File: src/rtl/core/assert_macros.svh
// assertion helpers shared by the rtl
`ifndef ASSERT_MACROS_SVH
`define ASSERT_MACROS_SVH

// same-cycle implication, disabled while reset is asserted
`define MBR_ASSERT_NOW(lbl, clk, rst_n, ante, cons, msg) \
    lbl: assert property (@(posedge clk) disable iff (!(rst_n)) (ante) |-> (cons)) \
        else $error(msg);

// next-cycle implication, disabled while reset is asserted
`define MBR_ASSERT_NEXT(lbl, clk, rst_n, ante, cons, msg) \
    lbl: assert property (@(posedge clk) disable iff (!(rst_n)) (ante) |=> (cons)) \
        else $error(msg);

`endif

File: src/rtl/core/mbr_div_pipe.sv
// ----------------------------------------------------------------------------
// mbr_div_pipe
// pipelined restoring divider, a few quotient bits per stage
// the upper DEN_W bits of the dividend must be below the divisor
// ----------------------------------------------------------------------------
module mbr_div_pipe #(
    parameter int NUM_W  = 64,
    parameter int DEN_W  = 32,
    parameter int STEPS  = 4,
    parameter int SIDE_W = 1
) (
    input  logic                   i_clk,
    input  logic                   i_rst_n,
    input  logic                   i_en,
    input  logic                   i_vld,
    input  logic [NUM_W-1:0]       i_num,
    input  logic [DEN_W-1:0]       i_den,
    input  logic [SIDE_W-1:0]      i_side,
    output logic                   o_vld,
    output logic [NUM_W-DEN_W-1:0] o_quot,
    output logic [SIDE_W-1:0]      o_side
);
    localparam int LOW_W = NUM_W - DEN_W;
    localparam int NSTG  = LOW_W / STEPS;

    logic              r_vld  [NSTG];
    logic [DEN_W:0]    r_rem  [NSTG];
    logic [LOW_W-1:0]  r_x    [NSTG];
    logic [LOW_W-1:0]  r_quot [NSTG];
    logic [DEN_W-1:0]  r_den  [NSTG];
    logic [SIDE_W-1:0] r_side [NSTG];

    for (genvar g = 0; g < NSTG; g++) begin : g_stg
        logic              s_vld;
        logic [DEN_W:0]    s_rem;
        logic [LOW_W-1:0]  s_x;
        logic [LOW_W-1:0]  s_quot;
        logic [DEN_W-1:0]  s_den;
        logic [SIDE_W-1:0] s_side;
        logic [DEN_W:0]    n_rem;
        logic [LOW_W-1:0]  n_x;
        logic [LOW_W-1:0]  n_quot;
        logic [DEN_W:0]    n_rs;

        if (g == 0) begin : g_first
            assign s_vld  = i_vld;
            assign s_rem  = {1'b0, i_num[NUM_W-1 -: DEN_W]};
            assign s_x    = i_num[LOW_W-1:0];
            assign s_quot = '0;
            assign s_den  = i_den;
            assign s_side = i_side;
        end else begin : g_next
            assign s_vld  = r_vld[g-1];
            assign s_rem  = r_rem[g-1];
            assign s_x    = r_x[g-1];
            assign s_quot = r_quot[g-1];
            assign s_den  = r_den[g-1];
            assign s_side = r_side[g-1];
        end

        always_comb begin
            n_rem  = s_rem;
            n_x    = s_x;
            n_quot = s_quot;
            n_rs   = '0;
            for (int k = 0; k < STEPS; k++) begin
                n_rs = {n_rem[DEN_W-1:0], n_x[LOW_W-1]};
                n_x  = {n_x[LOW_W-2:0], 1'b0};
                if (n_rs >= {1'b0, s_den}) begin
                    n_rem  = n_rs - {1'b0, s_den};
                    n_quot = {n_quot[LOW_W-2:0], 1'b1};
                end else begin
                    n_rem  = n_rs;
                    n_quot = {n_quot[LOW_W-2:0], 1'b0};
                end
            end
        end

        always_ff @(posedge i_clk) begin
            if (!i_rst_n) begin
                r_vld[g] <= 1'b0;
            end else if (i_en) begin
                r_vld[g] <= s_vld;
            end
            if (i_en) begin
                r_rem[g]  <= n_rem;
                r_x[g]    <= n_x;
                r_quot[g] <= n_quot;
                r_den[g]  <= s_den;
                r_side[g] <= s_side;
            end
        end
    end

    assign o_vld  = r_vld[NSTG-1];
    assign o_quot = r_quot[NSTG-1];
    assign o_side = r_side[NSTG-1];
endmodule

File: config.mk
export PLATFORM = sky130hd
export DESIGN_NAME = mbr_div_pipe
export DESIGN_NICKNAME = d
export VERILOG_FILES = /design/src/rtl/core/assert_macros.svh /design/src/rtl/core/mbr_div_pipe.sv
export SDC_FILE = /design/constraint.sdc
export NUM_CORES = 2
export LEC_CHECK = 0
export ABC_CLOCK_PERIOD_IN_PS = 20700
export BUFFER_PORTS_ARGS = -buffer_cell sky130_fd_sc_hd__buf_4
export CAP_MARGIN = 40
export CORE_MARGIN = 4
export CORE_UTILIZATION = 66
export DETAILED_ROUTE_END_ITERATION = 16
export PLACE_DENSITY = 0.83
export SLEW_MARGIN = 20
export SYNTH_ARGS = -nofsm -noshare
export SYNTH_HDL_FRONTEND = slang
export SYNTH_SLANG_ARGS = --single-unit
File: constraint.sdc
create_clock -name i_clk -period 20.7 [get_ports i_clk]
set_input_delay 4.14 -clock i_clk [delete_from_list [all_inputs] [get_ports i_clk]]
set_output_delay 4.14 -clock i_clk [all_outputs]
set_load 0.02 [all_outputs]
==> flow_summary_export.csv <==
group,metric,value,unit
global_routing,grt_pass1_wl,390.7,mm
timing,tightest_slew,973.1,ps
clock_tree,cts_tree,"done",
final_layout,layout-area-overhead-vs-synth,7.094,%
clock_tree,cts_buffers,83,
setup_path,r2r_cells,56,
clock_tree,clk_pin_slew,60,ps
yosys,async_reset_ff_frac,0,
worst_hold_path,holdPathEnd,"r_x[5][21]$_DFFE_PP_",
setup_path,startpoint_type,"input port",
setup_path,cpPeakStageDelay,660,ps
floorplan,rows,128,
yosys,synth_area_leaders,"edfxtp_1, ha_1, xnor2_1",
setup_path,arrival,18590,ps
worst_hold_path,holdCritPathClass,"reg2reg",
clock_tree,h-tree-depth,3,
timing,post-route-period-util,0.8759,
status,status,"finished clean",
yosys,synth_area_leader_cell,"edfxtp_1",
timing,drv_slew,0,
detailed_routing,drt_iter0_drc,7686,
floorplan,initial_core_util,0.6682,
floorplan,dieArea,129700,µm²
detailed_routing,drt-total-wl,255.6,mm
detailed_routing,viasPerCell,6.693,
clock_tree,cts_buffer_depth,3,
global_routing,grt_pass1_vias,70616,
worst_hold_path,worstHoldPathCells,0,
detailed_routing,ant_nets,0,
setup_path,cpMostUsedCell,"buf_4",
placed_design,port_buffers,134,
floorplan,ios,135,
detailed_routing,drc,0,
clock_tree,cts-root-buf,"clkbuf_16",
yosys,post-synth-top-count-cell,"ha_1",
yosys,synth_ff_type,"edfxtp_1",
floorplan,fp.dieH,360.2,µm
yosys,ys_types,101,
global_routing,antenna_found_initial,3,
timing,rsz0062_at_grt,"false",
detailed_routing,first_pass_iters,8,
timing,hold_viol,0,
setup_path,cp_data_required_time,21160,ps
setup_path,reg2reg_slack,3880,ps
timing,period_minus_slack,18130,ps
timing,fin_skew,34.92,ps
yosys,synth_edf_count,719,
yosys,synth_cells,9221,
clock_tree,postCtsSetupBuffers,0,
yosys,synth_area_per_cell,8.879,µm²
global_routing,grt.overflow.total,0,
clock_tree,postCtsResizedCells,0,
placed_design,hpwlAfterDp,205.9,mm
setup_path,r2r_end,"r_rem[1][25]$_DFFE_PP_",
timing,fmax,0.05515,GHz
yosys,yosysSeqAreaShare,0.2640,
final_layout,nNetsFinal,10471,
final_layout,drive_gt1_frac,0.08899,
timing,setup_viol,0,
placed_design,gp_congestion,1.009,
setup_path,path_class,"in2reg",
floorplan,fp.coreArea,122500,µm²
setup_path,crit_fanout,46,
timing,relSlewSlack,0.3513,
job,maxCapViolCount,0,
yosys,ys_ff_latch,720,
worst_hold_path,worstHoldStart,"r_x[4][17]$_DFFE_PP_",
global_routing,grt_usage,0.3777,
yosys,yosysWarnings,0,
yosys,syn_area,81870,µm²
setup_path,reg2reg_from,"r_den[0][1]$_DFFE_PP_",
detailed_routing,vias,73690,
clock_tree,clock_latency,730,ps
detailed_routing,wl_per_cell,23.21,µm
setup_path,end_kind,"flip-flop",
timing,finalSetupTns,0,ps
global_routing,grt_max_degree,157,
clock_tree,postCtsHoldBufs,0,
setup_path,critPathSlowestCell,"a211oi_4",
clock_tree,cts.sink_count,720,
floorplan,die_w,360.2,µm
yosys,synth_nets,10377,
yosys,netlist_top_cells_count,"ha_1, a21oi_1, edfxtp_1, nand2_1, o21ai_0",
yosys,synth.top_cell.area_share,0.2637,
cell type report:
| class | count | area, µm² |
|---|---|---|
| clock inverters | 61 | 749.5 |
| diodes | 2 | 5.005 |
| multi-input cells | 7722 | 57340 |
| clock buffers | 92 | 2111 |
| fillers | 9382 | 34840 |
| inverters | 602 | 2260 |
| flip-flops and latches | 720 | 21610 |
| well taps | 1625 | 2033 |
| repair buffers | 186 | 1570 |
cell usage in the layout, fill, tap and decap left out, types with 412 or more instances in the layout:
cell,n
o21ai_0,588
ha_1,1024
nor2_1,578
xnor2_1,532
mux2_2,412
inv_1,587
nand2_1,634
edfxtp_1,719
a21oi_1,845
a21o_1,452
sequential cells by signal (all words and copies together) (netlist names):
name    flops
r_quot    144
r_rem     224
r_side      8
r_x       112
r_vld       8
r_den     224
stage by stage:
| stage | std cells | hold WS (ps) | cell area [µm²] | setup WS, ps | util |
|---|---|---|---|---|---|
| after floorplan | 9221 | 400.3 | 81870 | 5090 | - |
| after global placement | 10842 | 400.6 | 84560 | 2480 | 0.6902 |
| after detailed placement | 10850 | 404.5 | 84750 | 2182 | 0.6917 |
| after CTS | 11003 | 402.6 | 87610 | 2880 | 0.7150 |
| after global routing | 11009 | 421.5 | 87680 | 1496 | 0.7156 |
| final | 11010 | 404.2 | 87680 | 2568 | 0.7156 |
logic make-up after synthesis:
| group | count (synthesis) | share of synthesized area |
|---|---|---|
| AOI/OAI and AO/OA | 2913 | 0.2292 |
| xor gates and xnor gates | 809 | 0.08655 |
| adders and majority gates | 1055 | 0.1641 |
| buffers and inverters | 779 | 0.03642 |
| DFF | 720 | 0.2640 |
| muxes | 580 | 0.07892 |
| and+or+nand+nor | 2365 | 0.1409 |
layer usage:
metal,GRT usage,part of all wire
met1,0.4545,0.38
met2,0.6170,0.46
met3,0.05480,0.076
met4,0.2792,0.084
met5,0,0.000027
critical path: cells and delay by family:
family	cells	cell delay, ps
AOI/OAI and AO/OA	27	7420
muxes	3	1220
adders and majority gates	4	1420
and+or+nand+nor	11	2150
buffers and inverters	9	2170
how the worst max path moves through the flow:
| stage | start | end | slack (ps) | cells after the start |
|---|---|---|---|---|
| global placement | i_den[12] | r_rem[0][14]$_DFFE_PP_ | 2480 | 54 |
| finish | i_den[12] | r_rem[0][10]$_DFFE_PP_ | 2570 | 54 |
| floorplan | i_den[15] | r_rem[0][10]$_DFFE_PP_ | 5090 | 58 |
| CTS | i_den[12] | r_rem[0][18]$_DFFE_PP_ | 2880 | 54 |
| global route | i_den[12] | r_rem[0][11]$_DFFE_PP_ | 1500 | 54 |
| detailed placement | i_den[12] | r_rem[0][3]$_DFFE_PP_ | 2180 | 54 |
Power is left out: the tool's default activity adds up to more than one toggle a clock period on the data nets, which glitch-free logic cannot reach.
